File: config.mk
export PLATFORM = sky130hd
export DESIGN_NAME = modbus_rtu_request_framer_unit
export DESIGN_NICKNAME = d
export VERILOG_FILES = /design/src/design/mbrtu_pkg.sv /design/src/design/mbrtu_queue.sv /design/src/design/mbrtu_front.sv /design/src/design/mbrtu_back.sv /design/src/design/modbus_rtu_request_framer_unit.sv
export SDC_FILE = /design/constraint.sdc
export NUM_CORES = 1
export LEC_CHECK = 0
export ABC_AREA = 0
export BUFFER_PORTS_ARGS = -buffer_cell sky130_fd_sc_hd__buf_4
export CORE_MARGIN = 2
export CORE_UTILIZATION = 56
export CTS_BUF_LIST = sky130_fd_sc_hd__clkbuf_16
export CTS_CLUSTER_DIAMETER = 200
export DETAILED_ROUTE_END_ITERATION = 8
export GPL_TIMING_DRIVEN = 0
export PLACE_DENSITY = 0.7
export SLEW_MARGIN = 0
export SYNTH_ARGS = -nofsm -noshare
export SYNTH_HDL_FRONTEND = slang
export SYNTH_HIERARCHICAL = 1
export SYNTH_SLANG_ARGS = --single-unit
File: constraint.sdc
create_clock -name clock -period 6.35 [get_ports clock]
set_clock_uncertainty 0.2 [all_clocks]
set_input_delay 0.635 -clock clock [delete_from_list [all_inputs] [get_ports clock]]
set_output_delay 0.635 -clock clock [all_outputs]
set_load 0.05 [all_outputs]
File: src/design/mbrtu_pkg.sv
`timescale 1ns / 1ps

package mbrtu_pkg;

   localparam int unsigned BYTE_W      = 8;
   localparam int unsigned ADDR_W      = 16;
   localparam int unsigned COUNT_W     = 16;
   localparam int unsigned STATUS_W    = 4;
   localparam int unsigned CRC_W       = 16;
   localparam int unsigned STEP_W      = 3;
   localparam int unsigned CSR_INDEX_W = 3;
   localparam int unsigned CSR_DATA_W  = 16;

   // item kinds on the request channel
   localparam logic OP_HEADER = 1'b0;
   localparam logic OP_DATA   = 1'b1;

   // supported function codes
   localparam logic [BYTE_W-1:0] FC_READ_COILS  = 8'h01;
   localparam logic [BYTE_W-1:0] FC_READ_REGS   = 8'h03;
   localparam logic [BYTE_W-1:0] FC_WRITE_COILS = 8'h0F;
   localparam logic [BYTE_W-1:0] FC_WRITE_REGS  = 8'h10;

   // crc-16/modbus, reflected form
   localparam logic [CRC_W-1:0] CRC_INIT = 16'hFFFF;
   localparam logic [CRC_W-1:0] CRC_POLY = 16'hA001;

   // register defaults
   localparam logic [BYTE_W-1:0]  SLAVE_MIN_RST        = 8'd1;
   localparam logic [BYTE_W-1:0]  SLAVE_MAX_RST        = 8'd247;
   localparam logic [ADDR_W-1:0]  ADDR_LOWEST_RST      = 16'd0;
   localparam logic [ADDR_W-1:0]  ADDR_HIGHEST_RST     = 16'd65535;
   localparam logic [COUNT_W-1:0] READ_COIL_LIMIT_RST  = 16'd2000;
   localparam logic [COUNT_W-1:0] READ_REG_LIMIT_RST   = 16'd125;
   localparam logic [COUNT_W-1:0] WRITE_COIL_LIMIT_RST = 16'd1968;
   localparam logic [COUNT_W-1:0] WRITE_REG_LIMIT_RST  = 16'd123;

   typedef enum logic [CSR_INDEX_W-1:0] {
      CSR_SLAVE_MIN        = 3'd0,
      CSR_SLAVE_MAX        = 3'd1,
      CSR_ADDR_LOWEST      = 3'd2,
      CSR_ADDR_HIGHEST     = 3'd3,
      CSR_READ_COIL_LIMIT  = 3'd4,
      CSR_READ_REG_LIMIT   = 3'd5,
      CSR_WRITE_COIL_LIMIT = 3'd6,
      CSR_WRITE_REG_LIMIT  = 3'd7
   } csr_index_type;

   typedef enum logic [STATUS_W-1:0] {
      ST_OK          = 4'd0,
      ST_SLAVE       = 4'd1,
      ST_FUNC        = 4'd2,
      ST_ADDR        = 4'd3,
      ST_CNT_RD_COIL = 4'd4,
      ST_CNT_RD_REG  = 4'd5,
      ST_CNT_WR_COIL = 4'd6,
      ST_CNT_WR_REG  = 4'd7,
      ST_OVERFLOW    = 4'd8,
      ST_LENGTH      = 4'd9,
      ST_STRAY       = 4'd10
   } status_type;

   typedef enum logic [1:0] {
      CMD_ERR   = 2'd0,
      CMD_READ  = 2'd1,
      CMD_WRITE = 2'd2,
      CMD_DATA  = 2'd3
   } cmd_kind_type;

   // one classified request handed from front to back
   typedef struct packed {
      cmd_kind_type         kind;
      status_type           status;
      logic [BYTE_W-1:0]    slave;
      logic [BYTE_W-1:0]    func;
      logic [ADDR_W-1:0]    addr;
      logic [COUNT_W-1:0]   count;
      logic [BYTE_W-1:0]    data;
      logic                 ends_frame;
   } cmd_type;

   typedef struct packed {
      logic [BYTE_W-1:0] frame_byte;
      logic              byte_valid;
      status_type        status;
      logic              last;
   } rsp_type;

endpackage

File: src/design/mbrtu_queue.sv
`timescale 1ns / 1ps

module mbrtu_queue #(
   parameter int unsigned DEPTH = 4,
   parameter int unsigned WIDTH = 8
) (
   input  logic             clock,
   input  logic             reset,
   input  logic             push,
   input  logic [WIDTH-1:0] wr_data,
   output logic             full,
   input  logic             pop,
   output logic             empty,
   output logic [WIDTH-1:0] rd_data
);

   localparam int unsigned PTR_W = (DEPTH > 1) ? $clog2(DEPTH) : 1;
   localparam int unsigned CNT_W = $clog2(DEPTH + 1);
   localparam logic [PTR_W-1:0] LAST_PTR = PTR_W'(DEPTH - 1);
   localparam logic [CNT_W-1:0] FULL_CNT = CNT_W'(DEPTH);

   logic [WIDTH-1:0] slot_ff [DEPTH];
   logic [PTR_W-1:0] wr_ptr_ff, wr_ptr_in;
   logic [PTR_W-1:0] rd_ptr_ff, rd_ptr_in;
   logic [CNT_W-1:0] cnt_ff, cnt_in;
   logic             do_push, do_pop;

   assign full    = (cnt_ff == FULL_CNT);
   assign empty   = (cnt_ff == '0);
   assign rd_data = slot_ff[rd_ptr_ff];

   // a full queue still takes a push in the cycle its head leaves
   assign do_pop  = pop && !empty;
   assign do_push = push && (!full || do_pop);

   always_comb begin
      wr_ptr_in = wr_ptr_ff;
      rd_ptr_in = rd_ptr_ff;
      cnt_in    = cnt_ff;
      if (do_push) begin
         wr_ptr_in = (wr_ptr_ff == LAST_PTR) ? '0 : wr_ptr_ff + 1'b1;
      end
      if (do_pop) begin
         rd_ptr_in = (rd_ptr_ff == LAST_PTR) ? '0 : rd_ptr_ff + 1'b1;
      end
      if (do_push && !do_pop) begin
         cnt_in = cnt_ff + 1'b1;
      end else if (do_pop && !do_push) begin
         cnt_in = cnt_ff - 1'b1;
      end
   end

   always_ff @(posedge clock) begin
      if (reset) begin
         wr_ptr_ff <= '0;
         rd_ptr_ff <= '0;
         cnt_ff    <= '0;
      end else begin
         wr_ptr_ff <= wr_ptr_in;
         rd_ptr_ff <= rd_ptr_in;
         cnt_ff    <= cnt_in;
      end
   end

   always_ff @(posedge clock) begin
      if (do_push) begin
         slot_ff[wr_ptr_ff] <= wr_data;
      end
   end

   a_cnt_bounded: assert property (@(posedge clock) disable iff (reset)
      cnt_ff <= FULL_CNT)
      else $error("queue occupancy beyond depth");

endmodule

File: src/design/mbrtu_front.sv
`timescale 1ns / 1ps

module mbrtu_front (
   input  logic                                clock,
   input  logic                                reset,
   input  logic                                csr_we,
   input  logic [mbrtu_pkg::CSR_INDEX_W-1:0]   csr_index,
   input  logic [mbrtu_pkg::CSR_DATA_W-1:0]    csr_wdata,
   input  logic                                req_push,
   input  logic                                req_opcode,
   input  logic [mbrtu_pkg::BYTE_W-1:0]        req_slave_id,
   input  logic [mbrtu_pkg::BYTE_W-1:0]        req_func_code,
   input  logic [mbrtu_pkg::ADDR_W-1:0]        req_start_addr,
   input  logic [mbrtu_pkg::COUNT_W-1:0]       req_item_count,
   input  logic [mbrtu_pkg::BYTE_W-1:0]        req_payload_len,
   input  logic [mbrtu_pkg::BYTE_W-1:0]        req_payload_byte,
   input  logic                                cmd_full,
   output logic                                cmd_push,
   output mbrtu_pkg::cmd_type                  cmd_wr
);

   import mbrtu_pkg::*;

   logic [BYTE_W-1:0]  slave_min_ff, slave_max_ff;
   logic [ADDR_W-1:0]  addr_lowest_ff, addr_highest_ff;
   logic [COUNT_W-1:0] read_coil_limit_ff, read_reg_limit_ff;
   logic [COUNT_W-1:0] write_coil_limit_ff, write_reg_limit_ff;

   logic               in_payload_ff, in_payload_in;
   logic [BYTE_W-1:0]  bytes_left_ff, bytes_left_in;

   logic               accept;
   logic               func_ok, is_coil_write, is_reg_write;
   logic [COUNT_W-1:0] limit;
   status_type         cnt_status, hdr_status;
   logic [ADDR_W:0]    addr_end, reg_bytes, coil_bytes;

   assign accept   = req_push && !cmd_full;
   assign cmd_push = accept;

   // function decode: count limit and its error code
   always_comb begin
      func_ok       = 1'b1;
      is_coil_write = 1'b0;
      is_reg_write  = 1'b0;
      limit         = read_coil_limit_ff;
      cnt_status    = ST_CNT_RD_COIL;
      unique case (req_func_code)
         FC_READ_COILS: begin
            limit      = read_coil_limit_ff;
            cnt_status = ST_CNT_RD_COIL;
         end
         FC_READ_REGS: begin
            limit      = read_reg_limit_ff;
            cnt_status = ST_CNT_RD_REG;
         end
         FC_WRITE_COILS: begin
            limit         = write_coil_limit_ff;
            cnt_status    = ST_CNT_WR_COIL;
            is_coil_write = 1'b1;
         end
         FC_WRITE_REGS: begin
            limit        = write_reg_limit_ff;
            cnt_status   = ST_CNT_WR_REG;
            is_reg_write = 1'b1;
         end
         default: begin
            func_ok = 1'b0;
         end
      endcase
   end

   // header checks, first failure wins
   always_comb begin
      addr_end   = {1'b0, req_start_addr} + {1'b0, req_item_count};
      reg_bytes  = {req_item_count, 1'b0};
      coil_bytes = ({1'b0, req_item_count} + (ADDR_W + 1)'(7)) >> 3;
      if (req_slave_id < slave_min_ff || req_slave_id > slave_max_ff) begin
         hdr_status = ST_SLAVE;
      end else if (!func_ok) begin
         hdr_status = ST_FUNC;
      end else if (req_start_addr < addr_lowest_ff || req_start_addr > addr_highest_ff) begin
         hdr_status = ST_ADDR;
      end else if (req_item_count == '0 || req_item_count > limit) begin
         hdr_status = cnt_status;
      end else if (addr_end > {1'b0, addr_highest_ff}) begin
         hdr_status = ST_OVERFLOW;
      end else if (is_coil_write && coil_bytes != (ADDR_W + 1)'(req_payload_len)) begin
         hdr_status = ST_LENGTH;
      end else if (is_reg_write && reg_bytes != (ADDR_W + 1)'(req_payload_len)) begin
         hdr_status = ST_LENGTH;
      end else begin
         hdr_status = ST_OK;
      end
   end

   // classify the request and track the open write frame
   always_comb begin
      cmd_wr        = '0;
      cmd_wr.kind   = CMD_ERR;
      cmd_wr.status = ST_OK;
      cmd_wr.slave  = req_slave_id;
      cmd_wr.func   = req_func_code;
      cmd_wr.addr   = req_start_addr;
      cmd_wr.count  = req_item_count;
      in_payload_in = in_payload_ff;
      bytes_left_in = bytes_left_ff;
      if (req_opcode == OP_HEADER) begin
         cmd_wr.data   = req_payload_len;
         in_payload_in = 1'b0;
         bytes_left_in = '0;
         if (hdr_status != ST_OK) begin
            cmd_wr.status = hdr_status;
         end else if (is_coil_write || is_reg_write) begin
            cmd_wr.kind   = CMD_WRITE;
            in_payload_in = 1'b1;
            bytes_left_in = req_payload_len;
         end else begin
            cmd_wr.kind = CMD_READ;
         end
      end else begin
         cmd_wr.data = req_payload_byte;
         if (!in_payload_ff) begin
            cmd_wr.status = ST_STRAY;
         end else begin
            cmd_wr.kind       = CMD_DATA;
            cmd_wr.ends_frame = (bytes_left_ff == 8'd1);
            bytes_left_in     = bytes_left_ff - 1'b1;
            in_payload_in     = (bytes_left_ff != 8'd1);
         end
      end
   end

   always_ff @(posedge clock) begin
      if (reset) begin
         in_payload_ff <= 1'b0;
         bytes_left_ff <= '0;
      end else if (accept) begin
         in_payload_ff <= in_payload_in;
         bytes_left_ff <= bytes_left_in;
      end
   end

   always_ff @(posedge clock) begin
      if (reset) begin
         slave_min_ff        <= SLAVE_MIN_RST;
         slave_max_ff        <= SLAVE_MAX_RST;
         addr_lowest_ff      <= ADDR_LOWEST_RST;
         addr_highest_ff     <= ADDR_HIGHEST_RST;
         read_coil_limit_ff  <= READ_COIL_LIMIT_RST;
         read_reg_limit_ff   <= READ_REG_LIMIT_RST;
         write_coil_limit_ff <= WRITE_COIL_LIMIT_RST;
         write_reg_limit_ff  <= WRITE_REG_LIMIT_RST;
      end else if (csr_we) begin
         unique case (csr_index_type'(csr_index))
            CSR_SLAVE_MIN:        slave_min_ff        <= csr_wdata[BYTE_W-1:0];
            CSR_SLAVE_MAX:        slave_max_ff        <= csr_wdata[BYTE_W-1:0];
            CSR_ADDR_LOWEST:      addr_lowest_ff      <= csr_wdata;
            CSR_ADDR_HIGHEST:     addr_highest_ff     <= csr_wdata;
            CSR_READ_COIL_LIMIT:  read_coil_limit_ff  <= csr_wdata;
            CSR_READ_REG_LIMIT:   read_reg_limit_ff   <= csr_wdata;
            CSR_WRITE_COIL_LIMIT: write_coil_limit_ff <= csr_wdata;
            CSR_WRITE_REG_LIMIT:  write_reg_limit_ff  <= csr_wdata;
         endcase
      end
   end

   a_payload_count: assert property (@(posedge clock) disable iff (reset)
      in_payload_ff == (bytes_left_ff != '0))
      else $error("open write frame and remaining byte count disagree");

endmodule

File: src/design/mbrtu_back.sv
`timescale 1ns / 1ps

module mbrtu_back #(
   parameter int unsigned RSP_DEPTH = 4
) (
   input  logic                           clock,
   input  logic                           reset,
   input  logic                           cmd_empty,
   input  mbrtu_pkg::cmd_type             cmd_head,
   output logic                           cmd_pop,
   input  logic                           rsp_pop,
   output logic                           rsp_empty,
   output logic [mbrtu_pkg::BYTE_W-1:0]   rsp_frame_byte,
   output logic                           rsp_byte_valid,
   output logic [mbrtu_pkg::STATUS_W-1:0] rsp_status,
   output logic                           rsp_last
);

   import mbrtu_pkg::*;

   // step numbers inside one request
   localparam logic [STEP_W-1:0] STEP_FIRST      = 3'd0;
   localparam logic [STEP_W-1:0] STEP_TAIL       = 3'd6;
   localparam logic [STEP_W-1:0] STEP_DATA_CRCHI = 3'd1;
   localparam logic [STEP_W-1:0] STEP_DATA_LAST  = 3'd2;

   function automatic logic [CRC_W-1:0] crc_update(input logic [CRC_W-1:0] crc,
                                                   input logic [BYTE_W-1:0] data);
      logic [CRC_W-1:0] acc;
      acc = crc ^ {{(CRC_W - BYTE_W){1'b0}}, data};
      for (int k = 0; k < BYTE_W; k++) begin
         acc = acc[0] ? ((acc >> 1) ^ CRC_POLY) : (acc >> 1);
      end
      return acc;
   endfunction

   logic [STEP_W-1:0] step_ff, step_in;
   logic [CRC_W-1:0]  crc_ff, crc_in, crc_base;
   logic [BYTE_W-1:0] hdr_byte;
   logic              emit, finish, feeds_crc, is_crc_lo;
   logic              out_full;
   rsp_type           rsp, out_rsp;

   assign emit    = !cmd_empty && (!out_full || rsp_pop);
   assign cmd_pop = emit && finish;

   always_comb begin
      unique case (step_ff)
         3'd0:    hdr_byte = cmd_head.slave;
         3'd1:    hdr_byte = cmd_head.func;
         3'd2:    hdr_byte = cmd_head.addr[ADDR_W-1:BYTE_W];
         3'd3:    hdr_byte = cmd_head.addr[BYTE_W-1:0];
         3'd4:    hdr_byte = cmd_head.count[COUNT_W-1:BYTE_W];
         default: hdr_byte = cmd_head.count[BYTE_W-1:0];
      endcase
   end

   always_comb begin
      rsp       = '0;
      rsp.status = ST_OK;
      finish    = 1'b0;
      feeds_crc = 1'b0;
      is_crc_lo = 1'b0;
      unique case (cmd_head.kind)
         CMD_ERR: begin
            rsp.status = cmd_head.status;
            rsp.last   = 1'b1;
            finish     = 1'b1;
         end
         CMD_READ: begin
            rsp.byte_valid = 1'b1;
            if (step_ff < STEP_TAIL) begin
               rsp.frame_byte = hdr_byte;
               feeds_crc      = 1'b1;
            end else if (step_ff == STEP_TAIL) begin
               rsp.frame_byte = crc_ff[CRC_W-1:BYTE_W];
            end else begin
               rsp.frame_byte = crc_ff[BYTE_W-1:0];
               rsp.last       = 1'b1;
               is_crc_lo      = 1'b1;
               finish         = 1'b1;
            end
         end
         CMD_WRITE: begin
            rsp.byte_valid = 1'b1;
            feeds_crc      = 1'b1;
            if (step_ff < STEP_TAIL) begin
               rsp.frame_byte = hdr_byte;
            end else begin
               rsp.frame_byte = cmd_head.data;
               rsp.last       = 1'b1;
               finish         = 1'b1;
            end
         end
         CMD_DATA: begin
            rsp.byte_valid = 1'b1;
            if (step_ff == STEP_FIRST) begin
               rsp.frame_byte = cmd_head.data;
               feeds_crc      = 1'b1;
               rsp.last       = !cmd_head.ends_frame;
               finish         = !cmd_head.ends_frame;
            end else if (step_ff == STEP_DATA_CRCHI) begin
               rsp.frame_byte = crc_ff[CRC_W-1:BYTE_W];
            end else begin
               rsp.frame_byte = crc_ff[BYTE_W-1:0];
               rsp.last       = 1'b1;
               is_crc_lo      = 1'b1;
               finish         = 1'b1;
            end
         end
      endcase
   end

   // a new frame starts from the seed, which drops any partial frame
   always_comb begin
      crc_base = crc_ff;
      if (step_ff == STEP_FIRST && (cmd_head.kind == CMD_READ || cmd_head.kind == CMD_WRITE)) begin
         crc_base = CRC_INIT;
      end
      crc_in  = crc_ff;
      step_in = step_ff;
      if (emit) begin
         if (feeds_crc) begin
            crc_in = crc_update(crc_base, rsp.frame_byte);
         end else if (is_crc_lo) begin
            crc_in = CRC_INIT;
         end
         step_in = finish ? STEP_FIRST : step_ff + 1'b1;
      end
   end

   always_ff @(posedge clock) begin
      if (reset) begin
         step_ff <= STEP_FIRST;
         crc_ff  <= CRC_INIT;
      end else begin
         step_ff <= step_in;
         crc_ff  <= crc_in;
      end
   end

   mbrtu_queue #(
      .DEPTH (RSP_DEPTH),
      .WIDTH ($bits(rsp_type))
   ) u_rsp_queue (
      .clock   (clock),
      .reset   (reset),
      .push    (emit),
      .wr_data (rsp),
      .full    (out_full),
      .pop     (rsp_pop),
      .empty   (rsp_empty),
      .rd_data (out_rsp)
   );

   assign rsp_frame_byte = out_rsp.frame_byte;
   assign rsp_byte_valid = out_rsp.byte_valid;
   assign rsp_status     = out_rsp.status;
   assign rsp_last       = out_rsp.last;

   a_step_needs_cmd: assert property (@(posedge clock) disable iff (reset)
      (step_ff != STEP_FIRST) |-> (!cmd_empty && cmd_head.kind != CMD_ERR &&
         (cmd_head.kind == CMD_READ || step_ff <= STEP_TAIL) &&
         (cmd_head.kind != CMD_DATA || step_ff <= STEP_DATA_LAST)))
      else $error("sequencer step out of range for the request at the head");

   a_crc_reseed: assert property (@(posedge clock) disable iff (reset)
      (emit && is_crc_lo) |=> (crc_ff == CRC_INIT && step_ff == STEP_FIRST))
      else $error("crc not reseeded after closing a frame");

endmodule

File: src/design/modbus_rtu_request_framer_unit.sv
`timescale 1ns / 1ps

// channel   ports                                   transfer
// request   req_push / req_full, req_* fields       push high and full low
// result    rsp_empty / rsp_pop, rsp_* fields       pop high and empty low
// config    csr_we, csr_index, csr_wdata            every edge with csr_we high
//
// one request enters per cycle while the request queue has room
// results leave at one per cycle from the frame sequencer: a read header yields
// its fields and the crc, a write header its fields and the length, a payload
// byte itself (and the crc if it ends the frame), an error or stray byte a status
// the sequencer stalls only when the result queue is full and not popped;
// the request side stalls only when CMD_DEPTH requests wait behind it
// reset is synchronous; it empties both queues and restores the register defaults

module modbus_rtu_request_framer_unit #(
   parameter int unsigned CMD_DEPTH = 4,
   parameter int unsigned RSP_DEPTH = 4
) (
   input  logic                              clock,
   input  logic                              reset,
   // request channel
   input  logic                              req_push,
   output logic                              req_full,
   input  logic                              req_opcode,
   input  logic [mbrtu_pkg::BYTE_W-1:0]      req_slave_id,
   input  logic [mbrtu_pkg::BYTE_W-1:0]      req_func_code,
   input  logic [mbrtu_pkg::ADDR_W-1:0]      req_start_addr,
   input  logic [mbrtu_pkg::COUNT_W-1:0]     req_item_count,
   input  logic [mbrtu_pkg::BYTE_W-1:0]      req_payload_len,
   input  logic [mbrtu_pkg::BYTE_W-1:0]      req_payload_byte,
   // result channel
   output logic                              rsp_empty,
   input  logic                              rsp_pop,
   output logic [mbrtu_pkg::BYTE_W-1:0]      rsp_frame_byte,
   output logic                              rsp_byte_valid,
   output logic [mbrtu_pkg::STATUS_W-1:0]    rsp_status,
   output logic                              rsp_last,
   // register writes
   input  logic                              csr_we,
   input  logic [mbrtu_pkg::CSR_INDEX_W-1:0] csr_index,
   input  logic [mbrtu_pkg::CSR_DATA_W-1:0]  csr_wdata
);

   import mbrtu_pkg::*;

   // classified requests between front and back
   logic    cmd_push, cmd_full, cmd_empty, cmd_pop;
   cmd_type cmd_wr, cmd_head;

   // front: register file, header checks, open write frame tracking
   mbrtu_front u_front (
      .clock            (clock),
      .reset            (reset),
      .csr_we           (csr_we),
      .csr_index        (csr_index),
      .csr_wdata        (csr_wdata),
      .req_push         (req_push),
      .req_opcode       (req_opcode),
      .req_slave_id     (req_slave_id),
      .req_func_code    (req_func_code),
      .req_start_addr   (req_start_addr),
      .req_item_count   (req_item_count),
      .req_payload_len  (req_payload_len),
      .req_payload_byte (req_payload_byte),
      .cmd_full         (cmd_full),
      .cmd_push         (cmd_push),
      .cmd_wr           (cmd_wr)
   );

   assign req_full = cmd_full;

   // decouples classification from byte sequencing
   mbrtu_queue #(
      .DEPTH (CMD_DEPTH),
      .WIDTH ($bits(cmd_type))
   ) u_cmd_queue (
      .clock   (clock),
      .reset   (reset),
      .push    (cmd_push),
      .wr_data (cmd_wr),
      .full    (cmd_full),
      .pop     (cmd_pop),
      .empty   (cmd_empty),
      .rd_data (cmd_head)
   );

   // back: byte sequencer with crc and result queue
   mbrtu_back #(
      .RSP_DEPTH (RSP_DEPTH)
   ) u_back (
      .clock          (clock),
      .reset          (reset),
      .cmd_empty      (cmd_empty),
      .cmd_head       (cmd_head),
      .cmd_pop        (cmd_pop),
      .rsp_pop        (rsp_pop),
      .rsp_empty      (rsp_empty),
      .rsp_frame_byte (rsp_frame_byte),
      .rsp_byte_valid (rsp_byte_valid),
      .rsp_status     (rsp_status),
      .rsp_last       (rsp_last)
   );

endmodule
==> out/qor.json, run 1 <==
{
  "numClockSinks": {"value": 466},
  "chipWidth": {"value": 206.6, "unit": "um"},
  "reg2reg_slack": {"value": 530, "unit": "ps"},
  "netSwitchingFraction": {"value": 0.3372},
  "switchingPower": {"value": 3.428, "unit": "mW"},
  "boundaryPins": {"value": 105},
  "final_nets": {"value": 2316},
  "worst_ep_required_time": {"value": 6660, "unit": "ps"},
  "synth-edff-count": {"value": 308},
  "cts_root_buffer": {"value": "sky130_fd_sc_hd__clkbuf_16"},
  "drcViolationCount": {"value": 0},
  "fin_crit": {"value": 5823, "unit": "ps"},
  "sequentialPowerShare": {"value": 0.388},
  "critical_path.endpoint_type": {"value": "flop"},
  "yosys.area_share.adder": {"value": 0.06682},
  "clk_lat_worst_skew": {"value": 580, "unit": "ps"},
  "worst-setup-path-type": {"value": "flop to flop"},
  "placeableCoreArea": {"value": 0.04065, "unit": "sq mm"},
  "detailedRoute.firstPassIterationCount": {"value": 6},
  "hp-start": {"value": "csr_wdata[8]"},
  "critical_path.max_fanout": {"value": 10},
  "drv_cap": {"value": 0},
  "fin_setup_tns": {"value": 0, "unit": "ps"},
  "tritoncts.num_buffers": {"value": 48},
  "final-hold-violation-count": {"value": 0},
  "synthesis.area": {"value": 0.02299, "unit": "sq mm"},
  "cts_tree": {"value": "built"},
  "final.hold.worst_slack": {"value": 150.6, "unit": "ps"},
  "core.rowCount": {"value": 74},
  "timing_worst_slew_pin_value": {"value": 1365, "unit": "ps"},
  "grt_setup_unrepaired": {"value": "no"},
  "data_arrival_time_of_the_worst_path": {"value": 6130, "unit": "ps"},
  "gp_congestion": {"value": 0.8935},
  "route.antenna.remaining_nets": {"value": 0},
  "dieHeight": {"value": 206.6, "unit": "um"},
  "grt_first_pass_wirelength": {"value": 89130, "unit": "um"},
  "fmaxAchievable": {"value": 171.7, "unit": "MHz"},
  "routedWlPerCell": {"value": 22.03, "unit": "um"},
  "grt_pass1_vias": {"value": 15300},
  "grt_use_total": {"value": 0.2799},
  "power_density": {"value": 391.9, "unit": "mW/mm^2"},
  "run_status": {"value": "completed"},
  "drive_above_1_share": {"value": 0.1769},
  "initial_utilization": {"value": 0.5657},
  "largest_family_of_logic_cells_by_synthesized_area": {"value": "simple AND/OR/NAND/NOR gates"},
  "cts_hold_buf": {"value": 0},
  "max-clock-path-buffers": {"value": 3},
  "syn_avg_cell_area": {"value": 11.74, "unit": "sq um"},
  "synth.distinct_cells": {"value": 89},
  "mostFrequentLayoutCells": {"value": "308 x sky130_fd_sc_hd__edfxtp_1, 295 x sky130_fd_sc_hd__nand2_1, 158 x sky130_fd_sc_hd__dfxtp_1"},
  "synth_compound_area_frac": {"value": 0.1009},
  "synth_largest_type_area_fraction": {"value": 0.4022},
  "yosys_warning_total": {"value": 6},
  "max-vdd-ir-drop": {"value": 0.2597, "unit": "mV"},
  "worst_r2r_path_depth": {"value": 13},
  "reg2reg_to": {"value": "u_back/crc_ff[0]"},
  "worst_setup_path_start_kind": {"value": "flop"},
  "dieArea": {"value": 0.04270, "unit": "sq mm"},
  "hold_path_cells": {"value": 3},
  "hold_path.class": {"value": "primary input to flop"},
  "io_buffer_count": {"value": 94},
  "report.final.setup_viol": {"value": 0},
  "synth_top_cells_by_area": {"value": "sky130_fd_sc_hd__edfxtp_1 40%, sky130_fd_sc_hd__dfxtp_1 14%, sky130_fd_sc_hd__mux4_2 7.5%"},
  "layout.cells.most_common": {"value": "sky130_fd_sc_hd__edfxtp_1"},
  "synth.ff_latch_count": {"value": 466},
  "synth_xor_area_frac": {"value": 0.02476},
  "drt_iter0_drc": {"value": 1534},
  "detailed_place_hpwl": {"value": 42770, "unit": "um"},
  "pwr-share-clk": {"value": 0.256},
  "holdPathEnd": {"value": "u_front/addr_highest_ff[8]"},
  "final_min_period_over_clock_period": {"value": 0.9170},
  "synthesis.nets": {"value": 2168},
  "synth_simple_gate_area_share": {"value": 0.1332},
  "synth.area.mux_share": {"value": 0.08771},
  "clkTransAtPathRegs": {"value": 70, "unit": "ps"},
  "antenna_found_initial": {"value": 2},
  "grt_start_max_net_pins": {"value": 58},
  "finalCoreUtilization": {"value": 0.6382},
  "via_per_inst": {"value": 5.984},
  "timing.max_slew.rel_slack": {"value": 0.08216},
  "report.final.slew_viol_count": {"value": 0},
  "ctsResizeCount": {"value": 0},
  "internal_power": {"value": 6.738, "unit": "mW"},
  "seq_area_frac_synth": {"value": 0.5398},
  "pnr_total_power": {"value": 10.17, "unit": "mW"},
  "p_leak": {"value": 9.768, "unit": "nW"},
  "ctsHtreeMaxLevel": {"value": 2},
  "cts_setup_buffers": {"value": 0},
  "synthCells": {"value": 1958},
  "post_synth_top_flop": {"value": "sky130_fd_sc_hd__edfxtp_1"},
  "yosysTopAreaCell": {"value": "sky130_fd_sc_hd__edfxtp_1"},
  "comb_pwr_share": {"value": 0.355},
  "stdcell_count": {"value": 2675},
  "syn_to_final_growth": {"value": 12.82, "unit": "%"},
  "grt_remaining_overflow": {"value": 0},
  "ys_async_sr_fraction": {"value": 0},
  "totalWireLength": {"value": 58940, "unit": "um"},
  "dpl.cell_count": {"value": 2588},
  "route.vias.total": {"value": 16008}
}
## state kept, by name (all words and copies together) (netlist names), 3 cells and up, named ones only
register / cells
u_back/u_rsp_queue/slot_ff: 56
u_front/read_reg_limit_ff: 16
u_cmd_queue/slot_ff: 252
u_front/read_coil_limit_ff: 16
u_back/crc_ff: 16
u_front/write_reg_limit_ff: 16
u_front/addr_highest_ff: 16
u_back/step_ff: 3
u_back/u_rsp_queue/cnt_ff: 3
u_front/bytes_left_ff: 8
u_front/write_coil_limit_ff: 16
u_front/addr_lowest_ff: 16
u_front/slave_min_ff: 8
u_cmd_queue/cnt_ff: 3
u_front/slave_max_ff: 8
## synthesized netlist by cell type (all sizes together) (20+ instances only)
library cell and count:
ha 118, buf 81, nor3 26, nand3b 46, edfxtp 308, xor2 23, xnor2 34, nand4 25
dfxtp 158, mux4 77, a211oi 20, nand3 31, o21ai 50, clkbuf 58, a21oi 130, nand2b 24
nand2 295, nor2 107, inv 80
## routing by layer
layer / routed length, um / track usage
met3: 4137 / 0.05699
met1: 24550 / 0.3688
met2: 27730 / 0.4532
met4: 2489 / 0.1186
met5: 33 / 0
## power by group through the flow
stage,sequential [mW],combinational [mW],clock (mW)
after detailed placement,4.01,3.59,0
after CTS,3.95,3.62,2.65
after global placement,4.00,3.50,0
after global routing,3.99,3.89,2.76
final,3.95,3.61,2.61
after floorplan,3.96,2.61,0
## worst max path at each step
stage,from,end,slack (ps),depth (start not counted)
5_1_grt,flop,u_back/crc_ff[0],210,13
3_5_place_dp,flop,u_back/crc_ff[0],440,13
3_3_place_gp,req_func_code[3],u_cmd_queue/slot_ff[0][61],20,21
4_1_cts,flop,u_back/crc_ff[0],460,13
6_report,flop,u_back/crc_ff[0],530,13
2_1_floorplan,req_start_addr[0],u_cmd_queue/slot_ff[0][61],1580,21
## logic make-up (layout without fill, tap and decap cells)
logic type | after synthesis | after routing
AND/OR/NAND/NOR | 642 | 642
flip-flops | 466 | 466
AO/OA/AOI/OAI | 346 | 346
buffers and inverters | 219 | 403
adder cells (fa/ha/maj) | 121 | 121
multiplexers | 104 | 104
XOR/XNOR | 60 | 60
other | 0 | 1
## worst max-delay path, stage by stage (launching register included)
cell and delay, ps:
sky130_fd_sc_hd__dfxtp_1 320, sky130_fd_sc_hd__clkbuf_2 400, sky130_fd_sc_hd__buf_1 680, sky130_fd_sc_hd__mux4_2 480, sky130_fd_sc_hd__inv_1 140, sky130_fd_sc_hd__ha_1 270
sky130_fd_sc_hd__a2bb2oi_1 660, sky130_fd_sc_hd__a221oi_1 100, sky130_fd_sc_hd__o31ai_1 890, sky130_fd_sc_hd__mux2i_1 300, sky130_fd_sc_hd__xor2_1 290, sky130_fd_sc_hd__xnor3_2 470
sky130_fd_sc_hd__xor3_1 380, sky130_fd_sc_hd__a21oi_1 150
## area by class of cell
type,count,area [sq um]
Antenna cell,1,2.502
Buffer,139,777.0
Clock buffer,48,1201
Clock inverter,38,241.5
Fill cell,3168,14700
Inverter,80,300.3
Multi-Input combinational cell,1273,9527
Sequential cell,466,12410
Tap cell,532,665.6
Timing Repair Buffer,98,815.8
## per-stage QoR
step	cell area, sq um	setup WS (ps)
floorplan	22990	1581
global placement	24370	21.97
detailed placement	24500	441.9
CTS	25940	463.7
global route	25940	212.7
finish	25940	526.8
No activity file was read; power rests on OpenSTA's default activity.
==> run 2, diff against run 1 <==
--- a/config.mk
+++ b/config.mk
@@ -13,7 +13,7 @@
 export CTS_CLUSTER_DIAMETER = 200
 export DETAILED_ROUTE_END_ITERATION = 8
 export GPL_TIMING_DRIVEN = 0
-export PLACE_DENSITY = 0.7
+export PLACE_DENSITY = 0.74
 export SLEW_MARGIN = 0
 export SYNTH_ARGS = -nofsm -noshare
 export SYNTH_HDL_FRONTEND = slang
==> out/qor.json, run 2 (synthesis results as in run 1) <==
{
  "top_register": {"value": "u_cmd_queue/slot_ff"},
  "grt_use_total": {"value": 0.2808},
  "fin_setup_tns": {"value": 0, "unit": "ps"},
  "hold_path.class": {"value": "primary input to flop"},
  "grt_start_max_net_pins": {"value": 58},
  "final.hold.worst_slack": {"value": 150.7, "unit": "ps"},
  "critical_path.endpoint_type": {"value": "flop"},
  "fmaxAchievable": {"value": 177.4, "unit": "MHz"},
  "diodes": {"value": 0},
  "ctsResizeCount": {"value": 0},
  "numClockSinks": {"value": 466},
  "clkTransAtPathRegs": {"value": 60, "unit": "ps"},
  "largest_registers": {"value": "u_cmd_queue/slot_ff (252), u_back/u_rsp_queue/slot_ff (56)"},
  "fin_crit": {"value": 5638, "unit": "ps"},
  "worst-setup-path-type": {"value": "flop to flop"},
  "internal_power": {"value": 6.995, "unit": "mW"},
  "syn_to_final_growth": {"value": 13.58, "unit": "%"},
  "max-clock-path-buffers": {"value": 3},
  "initial_utilization": {"value": 0.5657},
  "crit_chain": {"value": "clkbuf_2, buf_1, mux4_2, inv_1, ha_1, a2bb2oi_1, a221oi_1, o31ai_1, mux2i_1, xor2_1, xnor3_2, xor3_1, a21oi_1"},
  "slowest_stage": {"value": "sky130_fd_sc_hd__o31ai_1"},
  "final_cell_area": {"value": 0.02612, "unit": "sq mm"},
  "io_buffer_count": {"value": 94},
  "via_per_inst": {"value": 6.108},
  "drt_iter0_drc": {"value": 1523},
  "ctsHtreeMaxLevel": {"value": 2},
  "grt_setup_unrepaired": {"value": "no"},
  "power_density": {"value": 400.0, "unit": "mW/mm^2"},
  "drive_above_1_share": {"value": 0.1778},
  "cts_root_buffer": {"value": "sky130_fd_sc_hd__clkbuf_16"},
  "final-hold-violation-count": {"value": 0},
  "max-vdd-ir-drop": {"value": 0.2842, "unit": "mV"},
  "stdcell_count": {"value": 2675},
  "grt_first_pass_wirelength": {"value": 90000, "unit": "um"},
  "cts_tree": {"value": "built"},
  "data_arrival_time_of_the_worst_path": {"value": 5960, "unit": "ps"},
  "critical_path.max_fanout": {"value": 10},
  "grt_remaining_overflow": {"value": 0},
  "pnr_total_power": {"value": 10.45, "unit": "mW"},
  "netSwitchingFraction": {"value": 0.3303},
  "gp_congestion": {"value": 0.9160},
  "n_fill_cell": {"value": 3024},
  "worst_setup_path_start_kind": {"value": "flop"},
  "routedWlPerCell": {"value": 22.25, "unit": "um"},
  "totalWireLength": {"value": 59530, "unit": "um"},
  "place_ws": {"value": 384.1, "unit": "ps"},
  "drv_cap": {"value": 0},
  "final_min_period_over_clock_period": {"value": 0.8879},
  "core.rowCount": {"value": 74},
  "pwr-share-clk": {"value": 0.274},
  "p_leak": {"value": 9.807, "unit": "nW"},
  "chipWidth": {"value": 206.6, "unit": "um"},
  "flip_flop_count_of_the_largest_register_all_copies_and_words_added": {"value": 252},
  "clk_lat_worst_skew": {"value": 590, "unit": "ps"},
  "report.final.slew_viol_count": {"value": 0},
  "finalCoreUtilization": {"value": 0.6425},
  "report.final.setup_viol": {"value": 0},
  "critPathMaxStageDelay": {"value": 870, "unit": "ps"},
  "detailedRoute.firstPassIterationCount": {"value": 6},
  "timing_worst_slew_pin_value": {"value": 1252, "unit": "ps"},
  "mostFrequentLayoutCells": {"value": "308 x sky130_fd_sc_hd__edfxtp_1, 295 x sky130_fd_sc_hd__nand2_1, 158 x sky130_fd_sc_hd__dfxtp_1"},
  "boundaryPins": {"value": 105},
  "layout_setup_ws": {"value": 711.6, "unit": "ps"},
  "final_nets": {"value": 2316},
  "antenna_found_initial": {"value": 0},
  "tritoncts.num_buffers": {"value": 48},
  "placeableCoreArea": {"value": 0.04065, "unit": "sq mm"},
  "comb_pwr_share": {"value": 0.347},
  "place_area": {"value": 0.02450, "unit": "sq mm"},
  "worst_ep_required_time": {"value": 6670, "unit": "ps"},
  "timing.max_slew.rel_slack": {"value": 0.1577},
  "dieArea": {"value": 0.04270, "unit": "sq mm"},
  "dpl.cell_count": {"value": 2588},
  "detailed_place_hpwl": {"value": 42460, "unit": "um"},
  "drcViolationCount": {"value": 0},
  "grt_pass1_vias": {"value": 15658},
  "sequentialPowerShare": {"value": 0.379},
  "layout.cells.most_common": {"value": "sky130_fd_sc_hd__edfxtp_1"},
  "dieHeight": {"value": 206.6, "unit": "um"},
  "cts_hold_buf": {"value": 0},
  "cts_setup_buffers": {"value": 0},
  "run_status": {"value": "completed"},
  "route.vias.total": {"value": 16340},
  "switchingPower": {"value": 3.450, "unit": "mW"},
  "route.antenna.remaining_nets": {"value": 0}
}
-- run 2: cell types whose count changed in the layout (fill, tap and decap cells not counted), sizes merged --
cell | previous run | this run
clkinvlp | 3 | 6
bufinv | 2 | 7
diode | 1 | 0
clkbuf | 106 | 108
inv | 98 | 87
clkinv | 15 | 17
-- run 2: layer usage --
layer	global-route usage	routed length (um)
met1	0.3690	23630
met2	0.4667	28720
met3	0.04615	4629
met4	0.1145	2553
met5	0	0
-- run 2: layout make-up --
class / count / area (sq um) / area share
Sequential cell: 466 / 12410 / 0.4753
Multi-Input combinational cell: 1273 / 9527 / 0.3648
Clock buffer: 50 / 1251 / 0.04791
Timing Repair Buffer: 98 / 815.8 / 0.03124
Buffer: 139 / 777.0 / 0.02975
Tap cell: 532 / 665.6 / 0.02549
Clock inverter: 37 / 367.9 / 0.01409
Inverter: 80 / 300.3 / 0.01150
-- run 2: final timing paths --
| kind | start | end | slack (ps) | cells past startpoint |
|---|---|---|---|---|
| setup / recovery | flop | u_back/crc_ff[0] | 710 | 13 |
| hold / removal | csr_wdata[8] | u_front/read_coil_limit_ff[8] | 150 | 3 |
| setup reg to reg | flop | u_back/crc_ff[0] | 710 | 13 |
| hold reg to reg | u_front/read_coil_limit_ff[5] | u_front/read_coil_limit_ff[5] | 250 | 2 |
-- run 2: worst max-delay path: cells and delay by family (launching register included) --
kind	cells	cell delay, ps
AO/OA/AOI/OAI	4	1730
buffers and inverters	3	1170
XOR/XNOR	3	1130
multiplexers	2	770
flip-flops	1	300
adder cells (fa/ha/maj)	1	300
-- run 2: power by group through the flow --
stage / clock (mW) / sequential [mW] / combinational, mW
after floorplan: 0 / 3.96 / 2.61
after global placement: 0 / 4.00 / 3.45
after detailed placement: 0 / 4.01 / 3.59
after CTS: 2.91 / 3.96 / 3.62
after global routing: 3.02 / 3.99 / 3.90
final: 2.87 / 3.96 / 3.62
